$ cat config.mk
export PLATFORM = sky130hd
export DESIGN_NAME = cgma_alu
export DESIGN_NICKNAME = d
export VERILOG_FILES = /design/src/rtl/cgma_pkg.sv /design/src/rtl/cgma_alu.sv
export SDC_FILE = /design/constraint.sdc
export NUM_CORES = 1
export LEC_CHECK = 0
export BUFFER_PORTS_ARGS = -buffer_cell sky130_fd_sc_hd__buf_2
export CORE_UTILIZATION = 40
export DETAILED_ROUTE_END_ITERATION = 10
export GPL_TIMING_DRIVEN = 0
export PLACE_DENSITY = 0.69
export RECOVER_POWER = 100
export REMOVE_ABC_BUFFERS = 1
export SLEW_MARGIN = 20
export SYNTH_ARGS = -nofsm -noshare
export SYNTH_HDL_FRONTEND = slang
export SYNTH_SLANG_ARGS = --single-unit
$ cat constraint.sdc
create_clock -name vclk -period 5.4
set_input_delay 0.81 -clock vclk [all_inputs]
set_output_delay 0.81 -clock vclk [all_outputs]
set_load 0.02 [all_outputs]
$ cat src/rtl/cgma_pkg.sv
// ----------------------------------------------------------------------------
// cgma_pkg
// Shared sizes, codes and types of the class-grouped mean accumulator.
// ----------------------------------------------------------------------------
package cgma_pkg;

  localparam int MAX_CLASSES     = 256;
  localparam int FIELDS_PER_ITEM = 17;
  localparam int VALUE_BITS      = 48;
  localparam int COUNT_BITS      = 12;

  localparam int KIND_W   = 2;
  localparam int CLASS_W  = 8;
  localparam int FIELD_W  = 5;
  localparam int VALUE_W  = 48;
  localparam int MEAN_W   = 48;
  localparam int MCOUNT_W = 12;

  localparam int CELLS  = MAX_CLASSES * FIELDS_PER_ITEM;
  localparam int ADDR_W = $clog2(CELLS);
  localparam int SUM_W  = VALUE_BITS + COUNT_BITS;
  localparam int STEP_W = $clog2(SUM_W);

  localparam logic [COUNT_BITS-1:0] COUNT_MAX = '1;

  typedef enum logic [KIND_W-1:0] {
    KIND_ACC   = 2'd0,
    KIND_QUERY = 2'd1,
    KIND_CLEAR = 2'd2
  } kind_e;

  typedef enum logic [2:0] {
    ST_CLEAR,
    ST_IDLE,
    ST_ACC,
    ST_QRY,
    ST_DIV,
    ST_SIGN,
    ST_DONE
  } state_e;

  typedef struct packed {
    logic [SUM_W-1:0]      sum;
    logic [COUNT_BITS-1:0] count;
    logic                  ovf;
  } cell_t;

  typedef struct packed {
    logic [SUM_W-1:0] a;
    logic [SUM_W-1:0] b;
    logic             sub;
  } alu_req_t;

endpackage

$ cat src/rtl/cgma_alu.sv
// ----------------------------------------------------------------------------
// cgma_alu
// Shared add/subtract unit: accumulate, negate and every divider step.
// ----------------------------------------------------------------------------
module cgma_alu (
  input  cgma_pkg::alu_req_t             req_i,
  output logic [cgma_pkg::SUM_W-1:0]     y_o
);

  // one carry chain: invert b and carry in for subtract
  assign y_o = req_i.a + (req_i.b ^ {cgma_pkg::SUM_W{req_i.sub}})
             + cgma_pkg::SUM_W'(req_i.sub);

endmodule

* Word-level counts from Yosys, hierarchy flattened
Index checks and enable logic that the tools add are counted.
Word-level totals: register bits 0, logic and storage cells 3
Operators by class: $add $sub $neg 2, bitwise gates (word level) 1
Operators by type and width (number):
- adder 60 x 1 -> 60 bit | 1
- adder 60 bit | 1
- bitwise XOR 60 bit | 1

* Logic depth before layout (Yosys ltp)
depth after elaboration 3, depth in mapped cells 16

* Worst setup path after synthesis
OpenSTA, ideal clock, no wires.
path kind input to output, from in req_i[0] (netlist bit), to out y_o[58] (netlist bit), arrival 4.350 ns, required time 4.590 ns, slack 0.240 ns, stages 15, path through buf_2 buf_1 clkbuf_1 xor2_1 ha_1 nand2_1 or3_1 nor3b_1 nor4_1 o21ai_1 a2111o_1 nand2_1 o41ai_2 o221ai_1 xnor2_1
On the way: word-level cells in the longest chain between the ends 3
Ends and longest elaborated chain:
- from (decl) | line cgma_alu.sv:6 | input cgma_pkg::alu_req_t req_i,
- bitwise XOR 60 bit | line cgma_alu.sv:11 | assign y_o = req_i.a + (req_i.b ^ {cgma_pkg::SUM_W{req_i.sub}})
- adder 60 bit | line cgma_alu.sv:11
- adder 60 x 1 -> 60 bit * | line cgma_alu.sv:12 | + cgma_pkg::SUM_W'(req_i.sub);
- to (decl) | line cgma_alu.sv:7 | output logic [cgma_pkg::SUM_W-1:0] y_o
Mark *: on every way between the ends. The rest lies on a longest branch, timed or not.

* Worst setup path in the final report
from in req_i[0] (netlist bit), to out y_o[57] (netlist bit)
The elaborated chain is that of the path after synthesis.

==> results.toml <==
[floorplanning]
initial_core_util_pct = 41.7
io_pins = 181
rows = 36
fp.dieW_um = 104
die_h_um = 104
die_area_um2 = 10700
coreArea_um2 = 9910

[timing]
final_hold_viol_count = 0
drv_slew = 0
worst_slew_pin_slew_ns = 0.699
rsz0062_at_grt = "no"
fmax_mhz = 194
setup_viol = 0
worst_slack_ns = 0.254
relSlewSlack_pct = 53.1
period_needed_ns = 5.15
fin_setup_tns_ns = 0
finalCritPeriodShare_pct = 95.3

[synth]
netlist_area_um2 = 4140
yosys.cell_types.count = 56
synth_top_cell_area_share_pct = 19.4
synthCells = 591
synth.largest_area_cell = "ha_1"
synth.area.top_cells = "ha_1 (19%), xor2_1 (16%), xnor2_1 (9.1%), a21oi_1 (8.1%), a21o_1 (5.1%)"
yosys_warnings = 0
syn_area_per_cell_um2 = 7.00
ys_seq_area_share_pct = 0

[global_route]
grt_pass1_wl_um = 20600
antenna_found_initial = 0
first_global_vias = 4528
grt-ovfl-total = 0
grt_max_degree = 32
grt.total_usage_pct = 21.9

[finish]
nFlopsAndLatches = 0
instances_no_fill = 879
area_delta_synth_final_pct = 22.9
layout_common_cells = "buf_2 (132), xor2_1 (75), a21oi_1 (67)"
final_nets = 934
antenna_cells = 0
drive_gt1_share_pct = 19.8
final_common_cell = "buf_2"
nClkBuffers = 0
ff_latch_area_um2 = 0
fin_area_um2 = 5080

[power_and_ir_drop]
pwr_density_cell_nw_per_um2 = 220
p_leak_nw = 2.46
ir_drop_uv = 112
power.total_mw = 1.12

[setup_path]
end_kind = "output port"
crit_start = "req_i[0]"
cp-endpoint = "y_o[57]"
worst-setup-path-type = "in2out"
crit_required_ns = 4.59
worstPathArrival_ns = 4.34
critPathLaunchType = "input pin"
critical_path.max_fanout = 31

[placement]
io_buffers = 181
dpl_worst_slack_ns = 0.0372
placed_cell_area_um2 = 5130
gp_congestion = 0.936
placedCellCount = 879
dpl.hpwl_um = 10700

[drt]
via_per_inst = 5.47
ant_nets = 0
vias = 4809
wire_per_inst_um = 14.2
drc_errors = 0
drt_iter0_drc = 219
dr.pass1.iters = 5
totalWireLength_um = 12500

[job]
cap_violations = 0

[status]
status = "finished clean"

[worst_hold_path]
min_path_type = "in2out"

[clock_tree]
hold_buffers = 0
## synthesized netlist by cell type, types with 3 or more instances
master	n
o21a_1	4
nand4_1	13
ha_1	64
inv_1	20
a21oi_1	67
xor2_1	75
nand3_1	13
o31ai_1	5
nand2b_1	13
nor2_1	33
buf_1	4
nand2_1	46
and3_1	7
or3_1	5
a21o_1	28
o21bai_1	13
a31oi_1	13
nor3_1	11
clkbuf_1	22
a211oi_1	3
a2111o_1	3
o211ai_1	3
o21ai_1	4
nor2b_1	10
xnor2_1	43
o21ai_0	33
## what timing repair did
action / 4_1_cts / 5_1_grt
buffers inserted: 0 / 0
hold endpoints to repair: 0 / 0
endpoints found under the setup margin: 0 / 9
resized for setup: 0 / 5
## cell families (layout without fill, tap and decap cells)
kind of cell / Yosys count / count (layout) / synth area share, %
mux: 1 / 1 / 0.333
xor+xnor: 118 / 118 / 25.0
buf+inv: 47 / 202 / 4.30
fa+ha+maj: 65 / 65 / 19.8
compound gates: 200 / 200 / 31.7
simple gates: 160 / 160 / 18.9
## worst max-delay path, stage by stage
cell	delay, ns
buf_12	0.20
buf_16	0.25
xor2_1	0.20
ha_1	0.31
a21oi_1	0.20
o211ai_1	0.15
a22o_1	0.25
a21o_1	0.21
a211oi_4	0.35
o31ai_1	0.14
a41oi_1	0.32
o21ai_0	0.26
a311oi_2	0.33
xnor2_1	0.16
buf_2	0.19
## worst min-delay path by stage
stage	startpoint	to	slack (ns)	depth (start not counted)
global route	req_i[61]	y_o[0]	1.96	3
finish	req_i[61]	y_o[0]	1.95	3
global placement	req_i[61]	y_o[0]	1.93	3
detailed placement	req_i[61]	y_o[0]	1.93	3
floorplan	req_i[1]	y_o[0]	1.74	1
CTS	req_i[61]	y_o[0]	1.93	3
## routing by layer
layer  part of all wire [%]  up-vias  GRT usage (%)
met5                      0        -              0
met4                   0.80        0           1.12
met3                    5.0       10           1.07
met2                     47      153           39.5
met1                     47     2195           30.0
li1                       -     2451              -
## final cells by class
cell class / instances / area, µm²
fillers: 1063 / 4830
repair buffers: 182 / 895
well taps: 133 / 166
multi-input cells: 544 / 3950
inverters: 20 / 75.1
## metrics by stage
step | hold slack [ns] | util [%]
after floorplan | 1.74 | -
after global placement | 1.93 | 51.5
after detailed placement | 1.93 | 51.7
after CTS | 1.93 | 51.7
after global routing | 1.96 | 51.3
final | 1.95 | 51.3
## power breakdown
group	leakage [nW]	internal (mW)	switching (mW)
logic	2.46	0.410	0.708
registers	0	0	0
clock network	0	0	0
total	2.46	0.410	0.708
(Power assumes the default switching activity.)
