## src/rtl/cgma_ram.sv

```systemverilog
// ----------------------------------------------------------------------------
// cgma_ram
// Simple dual-port RAM, one write and one registered read port.
// ----------------------------------------------------------------------------
module cgma_ram #(
  parameter int DEPTH = 16,
  parameter int WIDTH = 8
) (
  input  logic                     clk_i,
  input  logic                     we_i,
  input  logic [$clog2(DEPTH)-1:0] waddr_i,
  input  logic [WIDTH-1:0]         wdata_i,
  input  logic                     re_i,
  input  logic [$clog2(DEPTH)-1:0] raddr_i,
  output logic [WIDTH-1:0]         rdata_o
);

  logic [WIDTH-1:0] mem [DEPTH];

  always_ff @(posedge clk_i) begin
    if (we_i) begin
      mem[waddr_i] <= wdata_i;
    end
  end

  always_ff @(posedge clk_i) begin
    if (re_i) begin
      rdata_o <= mem[raddr_i];
    end
  end

endmodule

```

## config.mk

```make
export PLATFORM = sky130hd
export DESIGN_NAME = cgma_ram
export DESIGN_NICKNAME = d
export VERILOG_FILES = /design/src/rtl/cgma_ram.sv
export SDC_FILE = /design/constraint.sdc
export NUM_CORES = 1
export LEC_CHECK = 0
export BUFFER_PORTS_ARGS = -buffer_cell sky130_fd_sc_hd__buf_4
export CORE_MARGIN = 3
export CORE_UTILIZATION = 40
export DETAILED_ROUTE_END_ITERATION = 8
export PLACE_DENSITY = 0.66
export SYNTH_ARGS = -nofsm -noshare
export SYNTH_HDL_FRONTEND = slang
export SYNTH_SLANG_ARGS = --single-unit
```

## constraint.sdc

```tcl
create_clock -name clk_i -period 2.8 [get_ports clk_i]
set_clock_uncertainty 0.2 [all_clocks]
set_input_delay 0.14 -clock clk_i [delete_from_list [all_inputs] [get_ports clk_i]]
set_output_delay 0.14 -clock clk_i [all_outputs]
set_load 0.005 [all_outputs]
```

Yosys cells after proc, flatten, opt, wreduce, memory -nomap -nowiden
Memory sizes are Yosys's and may differ from the RTL's. A register that Yosys moved wholly into a read port is not among the register bits.
Index checks and enable logic that the tools add are counted.
Widths: inputs -> output; s select.
{"block": "classes", "mux": 2}
{"op": "$mux 1", "count": 2}
{"block": "totals", "reg_bits": 0, "n_memories": 1, "input_bits": 19, "ramBits": 128}
{"name": "mem", "depth": 16, "word_bits": 8, "rd": 1, "rd_clocked_by_memory_dff": 1, "wr": 1, "line_no": "18", "text": "logic [WIDTH-1:0] mem [DEPTH];"}

Depth between registers and ports, before layout
Gate-level depths: netlist of the first run.
{"block": "depth", "word_depth": 2, "mapped_depth": 5, "mapped_depth_nobuf": 3}

Least setup slack after synthesis of the first run
OpenSTA, ideal clock, no wires.
{"block": "synth_path", "kind": "input to register", "startpoint": "input port waddr_i[2]", "endpoint": "memory mem[0][0], enable pin", "setup_time_ns": 0.383, "path_slack_ns": 0.967, "path_buffers": 0, "cell_stages": 2, "arrival_time_ns": 1.250, "cell_sequence": "or3b_2 > nor3_1"}
{"item": "start, declared", "line_no": "11", "text": "input logic [$clog2(DEPTH)-1:0] waddr_i,"}
{"item": "end, declared", "line_no": "18"}
No word-level cell before the write port.

==> impl_results.md, run 1 <==
- Status: complete, no violations
- CP arrival: 1.69 ns
- CTS H-tree lvls: 4
- Clk buf depth: 2
- Total congestion overflow: 0
- Core Rows: 41
- Detailed-route wire length: 10200 um
- PortBufs: 26
- Wirelength per Cell: 21.7 um
- Post-synth EDFFs: 136
- Final #Nets: 306
- Worst-Skew Late Latency: 0.42 ns
- Mapped Area: 5230 um^2
- Post-Syn Nets: 248
- CTS root buf: clkbuf_16
- Slew Limit Fails: 0
- Top cell type by total area after synthesis: edfxtp_1
- Most frequent cells after synthesis: edfxtp_1, mux4_2, a22oi_1, mux4_1, nor2_1
- Sequential power share: 49.2%
- Reg2reg start: mem[1][1]
- RSZ-0062 raised after global routing: false
- Post-synth cell types: 18
- DRC viols: 0
- R2R Setup Slk: 1.07 ns
- Tmin final: 1.74 ns
- Ys Warns: 0
- Multi-input gate area: 1060 um^2
- Fillers: 1063
- Number of global-route vias before repair: 2586
- Sw frac: 20.8%
- Largest net degree at the start of global routing: 33
- GRT Overall Usage: 15.3%
- TritonCTS clock tree: done
- Period utilization: 62.0%
- GPL Wtd Cong: 0.750
- Drt pass-1 iters: 4
- Routed via count: 2511
- Met1 wire length: 4650 um
- Initial drt markers: 251
- Fin. Hold Viols: 0
- Register area share after synthesis: 78.1%
- Starting Density: 41.1%
- CTS Buf Count: 17
- CTS resizes: 0
- Worst Setup End Kind: flip-flop
- P&R area growth vs syn: 21.0%
- Vert. Die Dim: 120 um
- Yosys reg bits: 136
- Setup violations, final: 0
- Metal3 WL: 758 um
- Slew headroom: 48.2%
- Int Pwr: 3.71 mW
- Pwr dens: 741 nW/um^2
- F_max: 576 MHz
- Worst setup SP type: input pin
- Post-DRT Antenna Nets: 0
- Async SR Flop Fraction: 0%
- Top Layer Used: met4
- First-pass GRT wire length: 15700 um
- Hold depth: 3
- Die width: 120 um
- Routed met2 length: 4750 um
- Worst setup path end: rdata_o[1]
- Critical path startpoint: raddr_i[0]
- CP Class: in2reg
- Mean Syn Cell Area: 22.8 um^2
- P_sw: 976 uW
- Reg-to-reg endpoint: rdata_o[1]
- Max-capacitance violation count: 0
- Antenna cells: 0
- Top_reg_cell synth: edfxtp_1
- Clock power share: 46.0%
- Worst reg2reg path depth: 3
- Setup TNS: 0 ns
- Core footprint: 12700 um^2
- Vias per cell: 5.32
- Count leader, synth: edfxtp_1
- WHS: 0.0533 ns
- Register area: 4080 um^2
- Clock transition at path regs: 0.06 ns
- Hold crit path type: in2reg
- Slew @ Worst Pin: 0.775 ns
- Pleak: 2.12 nW
- Layout cells sized above 1: 29.3%
- Post-DP HPWL: 6200 um
- I/O pins: 27
- Comb pwr share: 4.8%
- CP Max Fanout: 32
- Die area: 14500 um^2
- Share of the synthesized area in the top cell type: 78.1%
- Syn Inst Count: 229
- Top post-synthesis cells by area: edfxtp_1, mux4_2, mux4_1
- Initial antenna violation count: 0
- Worst vdd ir: 0.425 mV
- Sink Count: 136
- CP required: 2.75 ns
placed cells by master, fill, tap and decap left out, drive strengths merged, types with 2 or more instances in the layout:
cell type	Yosys	routed
nand3b	2	2
a22oi	16	16
edfxtp	136	136
clkinvlp	0	3
dlygate4sd3	0	9
buf	7	40
nor2	13	13
mux4	32	32
clkinv	0	5
bufinv	0	2
inv	0	4
nand2	9	9
clkbuf	0	18
nor3	4	4
nand2b	2	2
per-stage QoR:
step                cells  instance area [um^2]  total power [mW]  utilization, %  setup slack, ns
floorplan             229                  5230              2.46               -            0.967
global placement      431                  5660              2.56            44.5            0.591
detailed placement    431                  5660              2.57            44.5            0.622
CTS                   472                  6320              4.72            49.7             1.05
global route          472                  6320              4.84            49.7            0.981
finish                472                  6320              4.69            49.7             1.06
flip-flops by register name, indices dropped and copies added (netlist names):
register	cells
mem	128
rdata_o	8
worst min path at each step:
stage	startpoint	endpoint	slack [ns]
global route	waddr_i[0]	mem[4][2]	0.07
floorplan	wdata_i[0]	mem[0][0]	0.04
detailed placement	wdata_i[0]	mem[5][0]	0.26
finish	waddr_i[0]	mem[4][4]	0.05
CTS	waddr_i[1]	mem[6][1]	0.04
global placement	wdata_i[0]	mem[5][0]	0.25
layer usage:
metal  vias to the layer above  GRT usage [%]
met1                      1310           21.9
met4                         0           4.75
met3                         7           4.72
met2                        96           22.7
met5                         -              0
li1                       1098              -
kinds of logic after synthesis:
kind of cell,after synthesis,synth area share [%]
simple gates,35,3.14
buf+inv,10,1.65
compound gates,16,2.30
flops,136,78.1
mux,32,14.8
layout make-up:
type / count / share of cell area [%]
Tap cell: 172 / 3.40
Timing Repair Buffer: 49 / 6.17
Clock buffer: 18 / 6.79
Multi-Input combinational cell: 83 / 16.7
Sequential cell: 136 / 64.6
Clock inverter: 14 / 2.33
worst max-delay path: stages:
cell and delay (ns):
buf_4 0.48, mux4_1 0.66, a22oi_1 0.30, nand2_1 0.09
power by group through the flow:
stage / clock [mW] / sequential [mW] / combinational (mW)
floorplan: 0 / 2.35 / 0.116
global placement: 0 / 2.35 / 0.211
detailed placement: 0 / 2.35 / 0.216
CTS: 2.18 / 2.31 / 0.228
global route: 2.28 / 2.31 / 0.244
finish: 2.16 / 2.31 / 0.224
timing repair:
item | CTS | global route
hold buffers | 9 | 0
hold endpoints to repair | 136 | 0
setup buffers | 0 | 0
Power figures use the tool's default switching activity.
==> inputs of run 2 (changes only) <==
--- a/config.mk
+++ b/config.mk
@@ -5,11 +5,12 @@
 export SDC_FILE = /design/constraint.sdc
 export NUM_CORES = 1
 export LEC_CHECK = 0
+export ABC_AREA = 1
 export BUFFER_PORTS_ARGS = -buffer_cell sky130_fd_sc_hd__buf_4
 export CORE_MARGIN = 3
 export CORE_UTILIZATION = 40
 export DETAILED_ROUTE_END_ITERATION = 8
-export PLACE_DENSITY = 0.66
+export PLACE_DENSITY = 0.68
 export SYNTH_ARGS = -nofsm -noshare
 export SYNTH_HDL_FRONTEND = slang
 export SYNTH_SLANG_ARGS = --single-unit
==> constraint.sdc (replaced) <==
create_clock -name clk_i -period 1.5 [get_ports clk_i]
set_clock_uncertainty 0.2 [all_clocks]
set_input_delay 0.075 -clock clk_i [delete_from_list [all_inputs] [get_ports clk_i]]
set_output_delay 0.075 -clock clk_i [all_outputs]
set_load 0.005 [all_outputs]
==> impl_results.md, run 2 <==
- Status: complete, no violations
- Final #Nets: 629
- Initial antenna violation count: 0
- Post-DRT Antenna Nets: 0
- Post-route cell area: 7010 um^2
- Sw frac: 21.9%
- Max reg flops: 128
- Die width: 127 um
- RSZ-0062 raised after global routing: false
- Top post-synthesis cells by area: edfxtp_1, nand2_1, nand3_1
- Post-Route Utilization: 49.8%
- Mapped Area: 5850 um^2
- Hold crit path type: in2reg
- Setup TNS: 0 ns
- Post-synth cell types: 11
- Buffers & Inverters on Critical Path: 4
- Vert. Die Dim: 127 um
- Crit-path max cell delay: 0.53 ns
- Wirelength per Cell: 16.8 um
- Fillers: 1261
- Sequential power share: 48.8%
- Max-capacitance violation count: 0
- Drt pass-1 iters: 5
- First-pass GRT wire length: 21000 um
- Worst-Skew Late Latency: 0.42 ns
- Core Rows: 43
- Count leader, synth: nand2_1
- CTS root buf: clkbuf_16
- Family with the most delay on the worst path: buffers and inverters
- Cts hold-fix bufs: 11
- Starting Density: 41.5%
- Setup violations, final: 0
- Mean Syn Cell Area: 10.6 um^2
- CTS H-tree lvls: 4
- CP required: 1.46 ns
- Commonest cells after routing, fill and taps aside: nand2_1, edfxtp_1, inv_1
- Non-filler cells, final: 803
- Post-DP HPWL: 8260 um
- Slew headroom: 61.0%
- Cells along the critical path: dlygate4sd3_1 -> buf_4 -> inv_1 -> buf_4 -> nand3_1 -> nand3_1 -> nand2_1
- Routed via count: 4012
- GPL Wtd Cong: 0.823
- Tmin final: 1.43 ns
- WHS: 0.0554 ns
- Clock power share: 44.6%
- Largest registers: mem (128), rdata_o (8)
- Setup slack at placement: 0.00648 ns
- P&R area growth vs syn: 19.9%
- Slew @ Worst Pin: 0.585 ns
- Worst setup SP type: input pin
- Critical-path top delay cell: dlygate4sd3_1
- Placed Area: 6340 um^2
- CP arrival: 1.39 ns
- Number of global-route vias before repair: 3910
- Layout cells sized above 1: 13.6%
- Slew Limit Fails: 0
- Pwr dens: 1260 nW/um^2
- Total power: 8.83 mW
- Worst Setup End Kind: flip-flop
- Async SR Flop Fraction: 0%
- F_max: 700 MHz
- Largest net degree at the start of global routing: 52
- DRC viols: 0
- Pleak: 3.02 nW
- P_sw: 1.94 mW
- Ys Warns: 0
- CP Class: in2reg
- CP Max Fanout: 8
- Inst Count DP: 760
- Setup WS post-layout: 0.0712 ns
- Initial drt markers: 610
- Period utilization: 95.3%
- Die area: 16100 um^2
- Post-CTS Setup Inserts: 0
- Worst vdd ir: 0.775 mV
- CTS Buf Count: 17
- Top cell type by total area after synthesis: edfxtp_1
- Top reg by flops: mem
- PortBufs: 26
- Syn Inst Count: 551
- CTS resizes: 0
- Top_reg_cell synth: edfxtp_1
- Share of the synthesized area in the top cell type: 69.8%
- Register area share after synthesis: 69.8%
- Most common cell after layout, fill and taps aside: nand2_1
- Comb pwr share: 6.6%
- Post-Syn Nets: 570
- Int Pwr: 6.90 mW
- Sink Count: 136
- Most frequent cells after synthesis: nand2_1, edfxtp_1, inv_1, nand3_1, nor2_1
- Detailed-route wire length: 13500 um
- Antenna cells: 0
- Total congestion overflow: 0
- GRT Overall Usage: 17.4%
- Clk buf depth: 2
- Clock transition at path regs: 0.06 ns
- Fin. Hold Viols: 0
- TritonCTS clock tree: done
- Post-synth EDFFs: 136
- Yosys reg bits: 136
- I/O pins: 27
- Vias per cell: 5.00
- Core footprint: 14100 um^2
## run 2: power by group through the flow
stage | Sequential (mW) | Clock (mW) | Combinational [mW]
2_1_floorplan | 4.38 | 0 | 0.300
3_3_place_gp | 4.39 | 0 | 0.540
3_5_place_dp | 4.39 | 0 | 0.551
4_1_cts | 4.31 | 3.97 | 0.582
5_1_grt | 4.32 | 4.14 | 0.638
6_report | 4.31 | 3.94 | 0.582
## run 2: worst register-to-register path: cells and delay by family (launching register included)
kind	cells	cell delay [ns]
buf+inv	1	0.06
flops	1	0.37
simple gates	5	0.52
## run 2: cell type report
class	count	area (um^2)	share of cell area (%)
Sequential cell	136	4080	58.2
Multi-Input combinational cell	289	1210	17.3
Timing Repair Buffer	64	546	7.78
Clock buffer	17	425	6.07
Inverter	102	383	5.46
Tap cell	180	225	3.21
Clock inverter	15	136	1.94
## run 2: cell families after synthesis
family                 count (synthesis)  share of synthesized area (%)
and+or+nand+nor                      289                           20.8
DFF                                  136                           69.8
buffers and inverters                126                           9.39
## run 2: final timing paths
check	startpoint	to	slack (ns)	cells past startpoint
min reg2reg	mem[10][3]	rdata_o[3]	0.55	6
max reg2reg	mem[5][3]	rdata_o[3]	0.10	6
min	we_i	mem[3][0]	0.06	4
max	raddr_i[2]	rdata_o[7]	0.07	7
## run 2: routing by layer
metal / part of all wire, % / global-route usage (%) / vias up / wire length (um)
met5: 0 / 0 / - / 0
met3: 7.7 / 4.04 / 20 / 1030
met1: 43 / 23.7 / 1931 / 5740
met2: 48 / 27.6 / 163 / 6460
met4: 1.7 / 6.06 / 0 / 233
li1: - / - / 1898 / -
==> inputs of run 3 (changes only) <==
--- a/config.mk
+++ b/config.mk
@@ -7,6 +7,7 @@
 export LEC_CHECK = 0
 export ABC_AREA = 1
 export BUFFER_PORTS_ARGS = -buffer_cell sky130_fd_sc_hd__buf_4
+export CORE_ASPECT_RATIO = 0.5
 export CORE_MARGIN = 3
 export CORE_UTILIZATION = 40
 export DETAILED_ROUTE_END_ITERATION = 8
==> impl_results.md, run 3 (same netlist as run 2, synthesis figures left out) <==
- Total congestion overflow: 0
- P&R area growth vs syn: 21.1%
- Clock power share: 45.6%
- First-pass GRT wire length: 21000 um
- Number of global-route vias before repair: 3806
- Vias per cell: 4.81
- Slew headroom: 57.4%
- Cell mode on critical path: nand3_1
- Cells along the critical path: dlygate4sd3_1 -> buf_4 -> inv_1 -> buf_12 -> nand3_1 -> nand3_1 -> nand2_1
- Core Rows: 30
- P_sw: 1.91 mW
- GRT Overall Usage: 17.4%
- Hold crit path type: in2reg
- Vert. Die Dim: 91.5 um
- Detailed-route wire length: 13400 um
- CP required: 1.46 ns
- Wirelength per Cell: 16.4 um
- Pwr dens: 1270 nW/um^2
- PortBufs: 26
- WHS: 0.0854 ns
- CP arrival: 1.43 ns
- Top reg by flops: mem
- Crit-path max cell delay: 0.55 ns
- Period utilization: 98.0%
- Setup violations, final: 0
- Placed Area: 6380 um^2
- Post-DP HPWL: 8210 um
- Critical-path top delay cell: dlygate4sd3_1
- Pleak: 3.06 nW
- Int Pwr: 7.08 mW
- Largest net degree at the start of global routing: 59
- RSZ-0062 raised after global routing: false
- F_max: 680 MHz
- CP Class: in2reg
- Clk buf depth: 2
- Total power: 9.00 mW
- Slew Limit Fails: 0
- Initial antenna violation count: 0
- Worst-Skew Late Latency: 0.41 ns
- Reg2reg start: mem[0][6]
- DRC viols: 0
- Core footprint: 13900 um^2
- Min-delay src: we_i
- Max-capacitance violation count: 0
- CTS root buf: clkbuf_16
- Starting Density: 42.0%
- Max reg flops: 128
- Post-route cell area: 7080 um^2
- Worst setup SP type: input pin
- Critical path startpoint: raddr_i[2]
- Final #Nets: 630
- CTS Buf Count: 17
- Sink Count: 136
- Initial drt markers: 497
- GPL Wtd Cong: 0.807
- Clock transition at path regs: 0.06 ns
- Post-DRT Antenna Nets: 0
- Tmin final: 1.47 ns
- Routed via count: 3921
- Largest registers: mem (128), rdata_o (8)
- Die area: 16200 um^2
- Commonest cells after routing, fill and taps aside: nand2_1, edfxtp_1, inv_1
- Layout cells sized above 1: 13.8%
- Slew @ Worst Pin: 0.638 ns
- Sequential power share: 47.9%
- Most common cell after layout, fill and taps aside: nand2_1
- Comb pwr share: 6.6%
- Worst vdd ir: 0.860 mV
- I/O pins: 27
- Post-CTS Setup Inserts: 0
- Sw frac: 21.2%
- TritonCTS clock tree: done
- Status: complete, no violations
- Fin. Hold Viols: 0
- Drt pass-1 iters: 4
- CP Max Fanout: 16
- Die width: 177 um
- CTS H-tree lvls: 4
- Worst Setup End Kind: flip-flop
- Antenna cells: 0
[run 3: worst paths after layout]
kind | cells after the start | slack [ns] | to
worst max-delay path | 7 | 0.03 | rdata_o[6]
worst min-delay path | 4 | 0.09 | mem[2][6]
worst max register to register | 6 | 0.12 | rdata_o[6]
worst min register to register | 6 | 0.54 | rdata_o[0]
[run 3: final cells by class]
cell class	count	area, um^2
clock inverter	14	158
sequential	136	4080
inverter	102	383
multi-input combinational	289	1220
tap	192	240
timing repair buffer	65	566
clock buffer	18	429
fill	1160	6850
[run 3: metal layers]
metal / GRT usage (%) / share of wire (%) / vias up
met5: 0 / 0 / -
met1: 23.4 / 43 / 1870
met3: 4.14 / 7.3 / 6
met4: 5.75 / 0.62 / 0
li1: - / - / 1905
met2: 27.9 / 49 / 140
[run 3: timing repair]
item / 4_1_cts / 5_1_grt
hold buffers: 11 / 0
resized for setup: 0 / 1
setup endpoints to repair: 0 / 1
endpoints found under the hold margin: 144 / 0
[run 3: power by group through the flow]
| stage | registers [mW] | logic (mW) | clock network (mW) |
|---|---|---|---|
| 3_5_place_dp | 4.39 | 0.562 | 0 |
| 4_1_cts | 4.31 | 0.588 | 4.13 |
| 3_3_place_gp | 4.39 | 0.558 | 0 |
| 6_report | 4.31 | 0.590 | 4.10 |
| 5_1_grt | 4.31 | 0.651 | 4.31 |
| 2_1_floorplan | 4.38 | 0.300 | 0 |
[run 3: worst max-delay path: cells and delay by family]
family                 cells  cell delay, ns
buffers and inverters      4            1.00
and+or+nand+nor            3            0.36
[run 3: per-stage QoR]
stage	setup slack [ns]	utilization (%)	TNS [ns]	cells
5_1_grt	0.00407	50.8	0	816
6_report	0.0297	50.8	0	816
3_3_place_gp	-0.0985	45.8	-0.204	773
3_5_place_dp	-0.0857	45.8	-0.206	773
2_1_floorplan	0.274	-	0	551
4_1_cts	0.0526	50.8	0	816
